File: src/rtl/srt_pkg.sv
`timescale 1ns / 1ps
// ----------------------------------------------------------------------------
// srt_pkg
// Shared types and codes for the shortest-remaining-time scheduler.
// ----------------------------------------------------------------------------
package srt_pkg;

  localparam int TIME_W  = 24;
  localparam int FIELD_W = 16;
  localparam int Q_W     = 8;

  // input kind codes (tuser)
  localparam logic [1:0] KIND_LOAD  = 2'd0;
  localparam logic [1:0] KIND_STEP  = 2'd1;
  localparam logic [1:0] KIND_CLEAR = 2'd2;

  typedef enum logic [2:0] {
    ST_LOADED  = 3'd0,
    ST_FULL    = 3'd1,
    ST_RAN     = 3'd2,
    ST_IDLE    = 3'd3,
    ST_DONE    = 3'd4,
    ST_CLEARED = 3'd5
  } status_t;

  // one table row as kept in the RAM
  typedef struct packed {
    logic [FIELD_W-1:0] arrival;
    logic [FIELD_W-1:0] remaining;
    logic [FIELD_W-1:0] burst;
  } entry_t;

  typedef struct packed {
    status_t           status;
    logic [3:0]        job_index;
    logic [TIME_W-1:0] slice_start;
    logic [Q_W-1:0]    slice_length;
    logic              finished;
    logic [TIME_W-1:0] finish_time;
    logic [TIME_W-1:0] turnaround;
    logic [TIME_W-1:0] waiting_time;
  } result_t;

endpackage

File: src/rtl/srt_ram.sv
`timescale 1ns / 1ps
// ----------------------------------------------------------------------------
// srt_ram
// Generic single-write, single-read RAM with registered read data.
// ----------------------------------------------------------------------------
module srt_ram #(
  parameter int WIDTH = 48,
  parameter int DEPTH = 16
) (
  input  logic                     clk,
  input  logic                     we,
  input  logic [$clog2(DEPTH)-1:0] waddr,
  input  logic [WIDTH-1:0]         wdata,
  input  logic [$clog2(DEPTH)-1:0] raddr,
  output logic [WIDTH-1:0]         rdata
);

  logic [WIDTH-1:0] mem [DEPTH];

  always_ff @(posedge clk) begin
    if (we) begin
      mem[waddr] <= wdata;
    end
    rdata <= mem[raddr];
  end

endmodule

File: src/rtl/shortest_remaining_time_scheduler.sv
`timescale 1ns / 1ps
// Sequence: a load, a full-table load or a clear goes from IDLE straight to OUT;
//   a step runs SCAN, LAST and DECIDE, then RUN for a slice, plus TA and WT for
//   a slice that finishes its job, before OUT (idle tick / all done skip RUN).
// Throughput: one item at a time; the table scan, one RAM read per entry, sets
//   the step time. s_tready is high only while the sequencer is idle.
// Reset: rst (sync, high) empties the table, zeroes the clock, sets quantum=1.
// ----------------------------------------------------------------------------
// shortest_remaining_time_scheduler
// Preemptive SRT scheduler with time quantum: job table in RAM, serial
// min-search over the table, then a short run/report sequence.
// ----------------------------------------------------------------------------
module shortest_remaining_time_scheduler
  import srt_pkg::*;
#(
  parameter int ENTRIES = 16
) (
  input  logic         clk,
  input  logic         rst,
  // config: quantum register
  input  logic         cfg_we,
  input  logic [7:0]   cfg_wdata,
  // input beats
  input  logic         s_tvalid,
  output logic         s_tready,
  input  logic [31:0]  s_tdata,   // [15:0] arrival_time, [31:16] burst_time
  input  logic [1:0]   s_tuser,   // [1:0] kind
  // result beats
  output logic         m_tvalid,
  input  logic         m_tready,
  output logic [111:0] m_tdata,   // [3:0] job_index, [27:4] slice_start,
                                  // [35:28] slice_length, [36] finished,
                                  // [60:37] finish_time, [84:61] turnaround,
                                  // [108:85] waiting_time, [111:109] zero
  output logic [2:0]   m_tuser    // [2:0] status
);

  localparam int IDX_W = $clog2(ENTRIES);
  localparam int CNT_W = $clog2(ENTRIES + 1);

  // Sequencer: SCAN issues one RAM read per entry, each compare follows in the
  // next cycle (LAST covers the final compare). DECIDE picks the slice length, RUN
  // spends it, TA/WT finish the completion stats, OUT hands off the result.
  typedef enum logic [7:0] {
    S_IDLE   = 8'b0000_0001,
    S_SCAN   = 8'b0000_0010,
    S_LAST   = 8'b0000_0100,
    S_DECIDE = 8'b0000_1000,
    S_RUN    = 8'b0001_0000,
    S_TA     = 8'b0010_0000,
    S_WT     = 8'b0100_0000,
    S_OUT    = 8'b1000_0000
  } state_t;

  state_t            state;
  logic [Q_W-1:0]    quantum;
  logic [ENTRIES-1:0] entry_valid;
  logic [CNT_W-1:0]  entry_count;
  logic [TIME_W-1:0] current_time;

  logic [IDX_W-1:0]  scan_idx;
  logic              cmp_en;
  logic [IDX_W-1:0]  cmp_idx;
  logic              any_pending;
  logic              found;
  logic [IDX_W-1:0]  best_idx;
  entry_t            best;
  logic [Q_W-1:0]    len;
  result_t           res;
  result_t           out_q;

  logic              s_fire;
  logic              out_free;
  logic              ram_we;
  logic [IDX_W-1:0]  ram_waddr;
  entry_t            ram_wdata;
  entry_t            ram_rdata;
  logic              table_full;
  logic [Q_W-1:0]    q_eff;
  logic [Q_W-1:0]    add_len;
  logic [TIME_W:0]   time_sum;
  logic [TIME_W-1:0] time_sat;
  logic [FIELD_W-1:0] rem_next;
  logic              better;
  logic [IDX_W+3:0]  best_idx_ext;
  logic [IDX_W+3:0]  cnt_idx_ext;

  assign s_tready   = (state == S_IDLE);
  assign s_fire     = s_tvalid && s_tready;
  assign out_free   = !m_tvalid || m_tready;
  assign table_full = (entry_count >= CNT_W'(ENTRIES));
  assign q_eff      = (quantum == '0) ? Q_W'(1) : quantum;

  // shared saturating clock adder: idle tick adds 1, a slice adds len
  assign add_len  = (state == S_DECIDE) ? Q_W'(1) : len;
  assign time_sum = {1'b0, current_time} + {{(TIME_W + 1 - Q_W){1'b0}}, add_len};
  assign time_sat = time_sum[TIME_W] ? {TIME_W{1'b1}} : time_sum[TIME_W-1:0];
  assign rem_next = best.remaining - {{(FIELD_W - Q_W){1'b0}}, len};

  // only the low 4 bits of a slot number are reported
  assign best_idx_ext = {4'b0, best_idx};
  assign cnt_idx_ext  = {4'b0, entry_count[IDX_W-1:0]};

  // scan compare: least remaining, then earliest arrival, then lowest index
  always_comb begin
    better = !found ||
             (ram_rdata.remaining < best.remaining) ||
             ((ram_rdata.remaining == best.remaining) &&
              (ram_rdata.arrival < best.arrival));
  end

  always_comb begin
    ram_we    = 1'b0;
    ram_waddr = best_idx;
    ram_wdata = '{arrival: best.arrival, remaining: rem_next, burst: best.burst};
    if (s_fire && (s_tuser == KIND_LOAD) && !table_full) begin
      ram_we    = 1'b1;
      ram_waddr = entry_count[IDX_W-1:0];
      ram_wdata = '{arrival: s_tdata[15:0], remaining: s_tdata[31:16],
                    burst: s_tdata[31:16]};
    end else if (state == S_RUN) begin
      ram_we = 1'b1;
    end
  end

  srt_ram #(
    .WIDTH ($bits(entry_t)),
    .DEPTH (ENTRIES)
  ) u_table (
    .clk   (clk),
    .we    (ram_we),
    .waddr (ram_waddr),
    .wdata (ram_wdata),
    .raddr (scan_idx),
    .rdata (ram_rdata)
  );

  always_ff @(posedge clk) begin
    if (rst) begin
      quantum <= Q_W'(1);
    end else if (cfg_we) begin
      quantum <= cfg_wdata;
    end
  end

  // control and table bookkeeping
  always_ff @(posedge clk) begin
    if (rst) begin
      state        <= S_IDLE;
      entry_valid  <= '0;
      entry_count  <= '0;
      current_time <= '0;
      scan_idx     <= '0;
      cmp_en       <= 1'b0;
    end else begin
      cmp_en <= (state == S_SCAN);
      unique case (state)
        S_IDLE: begin
          if (s_fire) begin
            priority case (s_tuser)
              KIND_LOAD: begin
                if (!table_full) begin
                  entry_valid[entry_count[IDX_W-1:0]] <= 1'b1;
                  entry_count <= entry_count + CNT_W'(1);
                end
                state <= S_OUT;
              end
              KIND_STEP: begin
                scan_idx <= '0;
                state    <= S_SCAN;
              end
              KIND_CLEAR: begin
                entry_valid  <= '0;
                entry_count  <= '0;
                current_time <= '0;
                state        <= S_OUT;
              end
              default: state <= S_IDLE;
            endcase
          end
        end
        S_SCAN: begin
          if (scan_idx == IDX_W'(ENTRIES - 1)) begin
            state <= S_LAST;
          end else begin
            scan_idx <= scan_idx + IDX_W'(1);
          end
        end
        S_LAST: state <= S_DECIDE;
        S_DECIDE: begin
          if (any_pending && found) begin
            state <= S_RUN;
          end else begin
            if (any_pending) begin
              current_time <= time_sat;
            end
            state <= S_OUT;
          end
        end
        S_RUN: begin
          current_time <= time_sat;
          if (rem_next == '0) begin
            entry_valid[best_idx] <= 1'b0;
            state <= S_TA;
          end else begin
            state <= S_OUT;
          end
        end
        S_TA: state <= S_WT;
        S_WT: state <= S_OUT;
        S_OUT: begin
          if (out_free) begin
            state <= S_IDLE;
          end
        end
        default: state <= S_IDLE;
      endcase
    end
  end

  // search registers and result assembly
  always_ff @(posedge clk) begin
    if (s_fire) begin
      any_pending <= 1'b0;
      found       <= 1'b0;
    end else if (cmp_en && entry_valid[cmp_idx]) begin
      any_pending <= 1'b1;
      if ((TIME_W'(ram_rdata.arrival) <= current_time) && better) begin
        found    <= 1'b1;
        best_idx <= cmp_idx;
        best     <= ram_rdata;
      end
    end
    cmp_idx <= scan_idx;

    unique case (state)
      S_IDLE: begin
        if (s_fire) begin
          if (s_tuser == KIND_LOAD) begin
            res <= '{status:    table_full ? ST_FULL : ST_LOADED,
                     job_index: table_full ? 4'd0 : cnt_idx_ext[3:0],
                     default:   '0};
          end else begin
            res <= '{status: ST_CLEARED, default: '0};
          end
        end
      end
      S_DECIDE: begin
        res.slice_start <= current_time;
        len <= (best.remaining < {{(FIELD_W - Q_W){1'b0}}, q_eff}) ?
               best.remaining[Q_W-1:0] : q_eff;
        if (!any_pending) begin
          res.status <= ST_DONE;
        end else if (!found) begin
          res.status       <= ST_IDLE;
          res.slice_length <= Q_W'(1);
        end
      end
      S_RUN: begin
        res.status       <= ST_RAN;
        res.job_index    <= best_idx_ext[3:0];
        res.slice_length <= len;
        res.finished     <= (rem_next == '0);
      end
      S_TA: begin
        res.finish_time <= current_time;
        res.turnaround  <= current_time - TIME_W'(best.arrival);
      end
      S_WT: begin
        res.waiting_time <= (res.turnaround >= TIME_W'(best.burst)) ?
                            res.turnaround - TIME_W'(best.burst) : '0;
      end
      default: begin
      end
    endcase
  end

  // output register: holds one result beat until taken
  always_ff @(posedge clk) begin
    if (rst) begin
      m_tvalid <= 1'b0;
    end else if ((state == S_OUT) && out_free) begin
      m_tvalid <= 1'b1;
    end else if (m_tready) begin
      m_tvalid <= 1'b0;
    end
  end

  always_ff @(posedge clk) begin
    if ((state == S_OUT) && out_free) begin
      out_q <= res;
    end
  end

  assign m_tuser = out_q.status;
  assign m_tdata = {3'b000, out_q.waiting_time, out_q.turnaround, out_q.finish_time,
                    out_q.finished, out_q.slice_length, out_q.slice_start,
                    out_q.job_index};

  // table never holds more jobs than slots
  a_count_bound: assert property (@(posedge clk) disable iff (rst)
    entry_count <= CNT_W'(ENTRIES))
    else $error("entry_count above table size");

  // a finishing slice retires its job
  a_retire: assert property (@(posedge clk) disable iff (rst)
    (state == S_RUN) && (rem_next == '0) |=> !entry_valid[best_idx])
    else $error("finished job still valid");

  // the clock only moves forward while a step is worked on
  a_clock_mono: assert property (@(posedge clk) disable iff (rst)
    (state != S_IDLE) |=> current_time >= $past(current_time))
    else $error("clock went backward during a step");

  // an idle tick always spans one time unit
  a_idle_len: assert property (@(posedge clk) disable iff (rst)
    m_tvalid && (m_tuser == ST_IDLE) |-> m_tdata[35:28] == 8'd1)
    else $error("idle tick with wrong length");

  // only a run slice can report completion
  a_fin_ran: assert property (@(posedge clk) disable iff (rst)
    m_tvalid && m_tdata[36] |-> m_tuser == ST_RAN)
    else $error("finished flag on non-run result");

endmodule

File: config.mk
export PLATFORM = sky130hd
export DESIGN_NAME = shortest_remaining_time_scheduler
export DESIGN_NICKNAME = d
export VERILOG_FILES = /design/src/rtl/srt_pkg.sv /design/src/rtl/srt_ram.sv /design/src/rtl/shortest_remaining_time_scheduler.sv
export SDC_FILE = /design/constraint.sdc
export NUM_CORES = 1
export LEC_CHECK = 0
export BUFFER_PORTS_ARGS = -buffer_cell sky130_fd_sc_hd__buf_2
export CORE_MARGIN = 2
export CORE_UTILIZATION = 50
export CTS_CLUSTER_SIZE = 28
export DETAILED_ROUTE_END_ITERATION = 8
export PLACE_DENSITY = 0.72
export RECOVER_POWER = 100
export SLEW_MARGIN = 20
export SYNTH_ARGS = -nofsm -noshare
export SYNTH_HDL_FRONTEND = slang
export SYNTH_SLANG_ARGS = --single-unit
File: constraint.sdc
create_clock -name clk -period 8 [get_ports clk]
set_clock_uncertainty 0.05 [all_clocks]
set_input_delay 1.6 -clock clk [delete_from_list [all_inputs] [get_ports clk]]
set_output_delay 1.6 -clock clk [all_outputs]
set_load 0.05 [all_outputs]
Word level (Yosys, flattened, before mapping)
Memory sizes are Yosys's and may differ from the RTL's. A register that Yosys moved wholly into a read port is not among the register bits.
Cells that the tools add are included.
Storage, ports and cells
  register bits: 357
  latch bits: 0
  RAM bits: 768
  ROM bits: 0
  bits of input ports: 47
  output and inout bits: 117
  word-level logic and storage cells: 178
  memories kept: 1
Memory list
  u_table.mem: words 16, width 48, rd ports 1, clocked after Yosys merged registers in 1, write ports 1, line srt_ram.sv:18  | logic [WIDTH-1:0] mem [DEPTH];
Cells by class
  add/sub/neg operators: 6
  $mul: 0
  divide/modulo/power cells: 0
  $lt $le $gt $ge: 11
  equality and inequality tests: 26
  shift operators: 0
  muxes and demuxes: 57
  bitwise logic cells: 4
  reduce and logical (&&, ||, !) cells: 41
Operators by type and width (number)
  $mux W112: 2
  $mux W24: 6
  $pmux W24 S2: 2
  $pmux W48 S2: 1
  $mux W8: 10
  $pmux W24 S3: 1
  $pmux W16 S2: 2
  $pmux W8 S8: 1
  $mux W16: 3
  $mux W48: 1
  $sub A24 B16 Y24: 2
  $lt A16 B16 Y1: 2
  $add A24 B8 Y25: 1
  $ge A24 B16 Y1: 1
  $le A16 B24 Y1: 1
  $pmux W8 S3: 1
  $mux W4: 5
  $and A16 B16 Y16: 1
  $eq A16 B16 Y1: 1
  $logic_not A16 Y1: 1
  $lt A16 B8 Y1: 1
  $not A16 Y16: 1
  $or A16 B16 Y16: 1
  $pmux W4 S2: 2
  other kinds (43): 95

Depth between registers and ports, before layout
Gate-level depths: netlist of run 1.
  word-level depth: 9
  gate-level depth with buffers: 17

Cells and area by module
Synthesis of run 1 repeated with hierarchy kept, for this count alone.
Unflattened totals
  cell total of the unflattened synthesis: 2800
  area total of the unflattened synthesis: 47155.2 um^2
Modules (own cells, without submodules)
  srt_ram: times used 1, cells each 1242, area each 29691.0 um^2, sequential area each 24023.0 um^2
  shortest_remaining_time_scheduler: times used 1, cells each 1558, area each 17464.2 um^2, sequential area each 9989.6 um^2

Worst setup path before layout of run 1
Ideal clock, no wire load.
  path kind: input to register
  from: input m_tready
  to: register out_q, in the netlist m_tdata[0] (enable)
  library setup time: 596 ps
  data arrival time: 6666 ps
  required time: 7354 ps
  slack: 688 ps
  stages on the path: 2
  path buffers: 0
  path through: nand2b_1 nor2b_1
Between the ends
  longest elaborated chain between the ends: 2
RTL lines
  start, declared: line shortest_remaining_time_scheduler.sv:30  | input logic m_tready,
  $logic_or A1 B1 Y1: line shortest_remaining_time_scheduler.sv:90  | assign out_free = !m_tvalid || m_tready;
  $logic_and A1 B1 Y1: line shortest_remaining_time_scheduler.sv:290  | if ((state == S_OUT) && out_free) begin
  end signal, assigned: line shortest_remaining_time_scheduler.sv:291  | out_q <= res;
  end, declared: line shortest_remaining_time_scheduler.sv:70  | result_t out_q;
No other way between the ends.
A chain may end at the register's enable or synchronous reset.

Final worst setup path of run 1
  from: input s_tuser[0]
  to: memory u_table.mem[2][19] (enable)
Between the ends
  longest elaborated chain between the ends: 6
  elaborated cells between the ends (all ways): 7
  classes of those cells: mux: 4; reduce/logical: 3
RTL lines
  start, declared: line shortest_remaining_time_scheduler.sv:27  | input logic [1:0] s_tuser,
  $logic_not A2 Y1 *: line shortest_remaining_time_scheduler.sv:116  | if (s_fire && (s_tuser == KIND_LOAD) && !table_full) begin
  $logic_and A1 B1 Y1 * (2 in a row): line shortest_remaining_time_scheduler.sv:116
  $mux W1: line shortest_remaining_time_scheduler.sv:116
  $mux W1: line srt_ram.sv:21  | if (we) begin
  $mux W1 (not written as such): line srt_ram.sv:22  | mem[waddr] <= wdata;
  end, declared: line srt_ram.sv:18
Every way passes the cells marked *; elsewhere a longest branch is shown, timed or not.

==> results of run 1 <==
[per-layer routing]
metal	GRT usage	vias to the layer above
met4	0.0950	0
met2	0.385	1217
li1	-	11400
met1	0.320	13300
met3	0.0356	210
met5	0	-
[cell usage after synthesis, types with 29 or more instances]
cell,instances,area share
mux4_2,245,0.12
nor2_1,196,0.015
a21oi_1,98,0.010
inv_1,95,0.0075
clkbuf_1,93,0.0073
edfxtp_1,1052,0.66
xnor2_1,29,0.0053
o21ai_0,110,0.012
nor3_1,29,0.0031
ha_1,107,0.028
nand2_1,156,0.012
dfxtp_1,121,0.051
nand3_1,32,0.0034
[state kept, by name, indices dropped and copies added (netlist names), 8 cells and up]
signal and cells:
entry_valid 16, best 48, quantum 8, len 8, u_table.mem 768, res 112
u_table.rdata 48, m_tdata 109, current_time 24, state 8
[metrics by stage]
step           power (mW)  setup slack (ns)  hold WS (ns)  cells
6_report             12.9              1.81         0.322   4364
5_1_grt              13.3              1.50         0.346   4363
4_1_cts              13.0              3.38         0.326   4359
3_5_place_dp         7.88              2.89         0.339   4149
3_3_place_gp         7.85              2.79         0.338   4148
2_1_floorplan        7.61             0.688         0.279   2773
[cell families after synthesis]
group,count (synthesis)
simple gates,586
flops,1173
fa+ha+maj,111
xor+xnor,52
compound gates,370
buf+inv,216
mux,262
other cells,1
[critical path, delay by kind of cell]
| kind | cells | cell delay (ns) |
|---|---|---|
| AO/OA/AOI/OAI | 2 | 0.93 |
| AND/OR/NAND/NOR | 3 | 1.01 |
| buffers and inverters | 6 | 2.90 |
[power breakdown]
group	switching, mW	internal [mW]
registers	0.0837	6.91
clock network	2.28	2.85
logic	0.512	0.225
total	2.88	9.99
[layout make-up]
| class | count | area (um^2) | area share |
|---|---|---|---|
| multi-input cells | 1384 | 12700 | 0.238 |
| flip-flops and latches | 1173 | 34000 | 0.637 |
| inverters | 96 | 360 | 0.00675 |
| repair buffers | 235 | 1080 | 0.0203 |
| clock buffers | 128 | 2910 | 0.0544 |
| well taps | 1265 | 1580 | 0.0296 |
| clock inverters | 82 | 708 | 0.0133 |
| diodes | 1 | 2.50 | 0.0000469 |
[cell usage in the layout, fill, tap and decap left out, drive strengths merged, types with 11 or more instances in the layout]
| master | Yosys | layout |
|---|---|---|
| edfxtp | 1052 | 1052 |
| xnor2 | 29 | 29 |
| inv | 96 | 97 |
| clkinv | 0 | 65 |
| o211ai | 15 | 15 |
| mux4 | 245 | 245 |
| nand4 | 24 | 24 |
| nor2 | 198 | 198 |
| a21o | 27 | 27 |
| o21ai | 118 | 118 |
| and2 | 27 | 27 |
| nand3 | 32 | 32 |
| nor3 | 31 | 31 |
| nor4 | 16 | 16 |
| nor2b | 20 | 20 |
| nand2b | 17 | 17 |
| a211oi | 11 | 11 |
| dfxtp | 121 | 121 |
| and3 | 13 | 13 |
| xor2 | 23 | 23 |
| buf | 27 | 70 |
| or3 | 12 | 12 |
| a21oi | 98 | 98 |
| ha | 107 | 107 |
| o21a | 12 | 12 |
| clkbuf | 93 | 293 |
| mux2i | 16 | 16 |
| a31oi | 28 | 28 |
| nand2 | 157 | 157 |
[how the worst max path moves through the flow]
stage          slack [ns]       start  cells after the start                  to
2_1_floorplan        0.69    m_tready                      2          m_tdata[0]
3_3_place_gp         2.79  s_tuser[1]                     10  u_table.mem[2][26]
3_5_place_dp         2.89  s_tuser[1]                     10  u_table.mem[2][26]
4_1_cts              3.38    state[0]                     16     current_time[6]
5_1_grt              1.50    state[0]                     16     current_time[6]
6_report             1.81  s_tuser[0]                     11  u_table.mem[2][19]
==> reports/results.ini, run 1 <==
[outcome]
status=finished with violations
violations=max-capacitance violations, max-slew violations

[floorplanning]
ioPinCount=164
dieWidth_um=312
row_count=113
start_util=0.502
core_area_um2=94600
die_h_um=312
dieArea_um2=97500

[synth]
synth_xor_area_frac=0.00958
synth_top_family_by_area=multiplexers
syn_avg_cell_area_um2=17.1
ys_warn_count=0
synth_compound_area_frac=0.0485
seq_area_frac_synth=0.716
ys.flop_type=edfxtp_1
synth_fa_ha_area_frac=0.0299
synth-seq-cells=1173
syn_inst=2771
synth_mux_area_frac=0.120
synthSimpleGateAreaFrac=0.0590
synth-edff-count=1052
ys_async_sr_fraction=0
syn-cell-area_um2=47500
synthDistinctLibCells=81

[sta]
maxSlewViolCount=481
finalHoldViolCount=0
setup_viol=0
tightestPinTransition_ns=4.57
finalCritPeriodShare=0.773
fmax_mhz=162
rsz0062_at_grt=false
setup_tns_ns=0
slew_headroom=-2.04
min_period_ns=6.19

[clock_tree]
clkTransAtPathRegs_ns=0.06
cts_root_buffer=clkbuf_16
post_cts_resized=0
clock_latency_ns=0.72
numCtsBuffers=112
htree_levels=3
postCtsHoldBufs=0
clock_path_buffers=3
clkSinkCount=1173
post_cts_buffers=0
cts_tree=done

[grt]
grt_max_degree=141
grt_pass1_wl_um=170000
grt_pass1_vias=26300
grt_overflow=0
antenna_found_initial=3
track_usage=0.235

[job]
cap_violations=15

[setup_path]
critical_path_required_ns=8.28
crit_chain=clkbuf_1 -> nor3_1 -> clkbuf_1 -> nand2_1 -> clkbuf_1 -> or3_1 -> inv_1 -> a21oi_1 -> a21oi_1 -> clkbuf_1 -> buf_4
cpPeakStageDelay_ns=1.09
critPathKind=primary input to register
reg2reg_depth=11
r2r_start=current_time[1]
cp-start-kind=primary input
crit_fanout=25
slowest_stage=clkbuf_1
endpoint_kind=register
crit_top_cell=clkbuf_1
rrSetupSlack_ns=1.81
arrival_ns=6.47
r2r-end=best[22]

[detailed_routing]
ant_nets=0
dr.pass1.iters=6
wl_met3_um=8740
route.met2.wl_um=56200
drc=0
vias=26100
drt_iter0_drc=2747
via_per_inst=5.98
routed_wl_um=115000
m1WireLength_um=45600
top_layer=met4
post_drt_wl_per_cell_um=26.3

[hold_path]
hold_end=best[3]
min_path_type=register to register
min_from=u_table.rdata[3]
whs_path_depth=0

[power]
peakVddDrop_v=0.000182
powerDensity_nw_per_um2=241
leakage_nw=17.4

[cells_and_area]
nFillCells=7240
area_growth_pct=12.3
utilization=0.564
final_area_um2=53400
final_layout_size_suffix_gt1_frac=0.167
fin_nets=3160

[placement]
hpwl_um=73800
routabilityCongestion=0.892
placed_area_um2=50200
io_buffer_count=160

Power figures use the tool's default switching activity.
==> run 2: changes to the inputs <==
==> constraint.sdc (replaced) <==
create_clock -name clk -period 6 [get_ports clk]
set_clock_uncertainty 0.05 [all_clocks]
set_input_delay 1.2 -clock clk [delete_from_list [all_inputs] [get_ports clk]]
set_output_delay 1.2 -clock clk [all_outputs]
set_load 0.05 [all_outputs]
==> reports/results.ini, run 2 (synthesized netlist as in run 1, its figures left out) <==
[sta]
rsz0062_at_grt=false
tightestPinTransition_ns=3.24
setup_viol=0
fmax_mhz=197
finalCritPeriodShare=0.847
maxSlewViolCount=752
min_period_ns=5.08
whs_ns=0.354
slew_headroom=-1.16
setup_tns_ns=0
finalHoldViolCount=0
setup_slack_ns=0.916

[hold_path]
min_path_type=register to register

[detailed_routing]
dr.pass1.iters=7
vias=26600
post_drt_wl_per_cell_um=26.5
drc=0
m1WireLength_um=46000
top_layer=met5
routed_wl_um=115000
via_per_inst=6.10
wl_met3_um=10000
route.met2.wl_um=54900
drt_iter0_drc=3199
ant_nets=0

[floorplanning]
dieArea_um2=97500
start_util=0.502
ioPinCount=164
die_h_um=312
dieWidth_um=312
core_area_um2=94600
row_count=113

[setup_path]
critical_path_required_ns=6.26
crit_fanout=23
cpPeakStageDelay_ns=0.91
endpoint_kind=register
crit_top_cell=nor3_1
cp-start-kind=register
crit_chain=or4_1 -> nor3_1 -> nand3b_1 -> clkbuf_1 -> nor3_1 -> a21oi_1 -> a21oi_4 -> clkbuf_2
critPathKind=register to register
slowest_stage=nor3_1
arrival_ns=5.35

[grt]
grt_pass1_vias=26400
track_usage=0.236
grt_pass1_wl_um=171000
grt_overflow=0
grt_max_degree=137
antenna_found_initial=4

[power]
powerDensity_nw_per_um2=329
leakage_nw=17.5
power_mw=17.7
peakVddDrop_v=0.000229

[clock_tree]
post_cts_buffers=0
clkSinkCount=1173
numCtsBuffers=113
clock_path_buffers=3
cts_tree=done
post_cts_resized=0
postCtsHoldBufs=0
clock_latency_ns=0.70
cts_root_buffer=clkbuf_16
clkTransAtPathRegs_ns=0.06
htree_levels=3

[cells_and_area]
final_layout_size_suffix_gt1_frac=0.170
diodes=0
nFillCells=7137
final_cell_mix=1052 x edfxtp_1, 245 x mux4_2, 196 x nor2_1
area_growth_pct=13.1
layout_commonest_cell=edfxtp_1
final_area_um2=53700
largest_reg_flops=768
fin_nets=3157
largest-register=u_table.mem

[placement]
io_buffer_count=160
hpwl_um=71400
routabilityCongestion=0.954
dp_slack_ns=1.41
placed_area_um2=50300

[outcome]
status=finished with violations
violations=max-capacitance violations, max-slew violations

[job]
cap_violations=28

==> run 2: changes by cell type in the layout (fill, tap and decap cells not counted), sizes merged <==
| cell | before | now |
|---|---|---|
| buf | 70 | 64 |
| bufinv | 7 | 15 |
| clkbuf | 293 | 318 |
| clkinv | 65 | 29 |
| clkinvlp | 9 | 11 |
| diode | 1 | 0 |
| inv | 97 | 104 |
==> run 2: metal layers <==
layer  vias to the layer above  GRT usage
met4                         6     0.0906
met1                     13600      0.330
met5                         -          0
met3                       258     0.0425
met2                      1386      0.374
li1                      11400          -
==> run 2: worst paths after layout <==
check | from | to | slack [ns] | cells past startpoint
hold / removal | u_table.rdata[7] | best[7] | 0.35 | 0
setup reg to reg | state[1] | u_table.mem[12][19] | 0.92 | 8
hold reg to reg | u_table.rdata[7] | best[7] | 0.35 | 0
setup / recovery | state[1] | u_table.mem[12][19] | 0.92 | 8
==> run 2: cell type report <==
class                           instances  area (um^2)  area share
Sequential cell                      1173        34000       0.633
Timing Repair Buffer                  231         1130      0.0210
Tap cell                             1265         1580      0.0295
Multi-Input combinational cell       1384        12800       0.237
Inverter                               96          360     0.00670
Clock inverter                         63          779      0.0145
Clock buffer                          151         3120      0.0581
==> run 2: power by group <==
part / switching, mW / internal [mW]
Clock: 3.05 / 4.32
Sequential: 0.115 / 9.22
Combinational: 0.687 / 0.300
Total: 3.85 / 13.8
==> run 2: through the flow <==
| stage | std cells | util |
|---|---|---|
| 2_1_floorplan | 2773 | - |
| 3_3_place_gp | 4145 | 0.532 |
| 3_5_place_dp | 4146 | 0.532 |
| 4_1_cts | 4360 | 0.573 |
| 5_1_grt | 4363 | 0.568 |
| 6_report | 4363 | 0.568 |
==> run 2: worst max-delay path, delay by kind of cell (launching register included) <==
kind                   cells  cell delay [ns]
AO/OA/AOI/OAI              2             1.01
flip-flops                 1             0.36
buffers and inverters      2             1.37
AND/OR/NAND/NOR            4             1.89
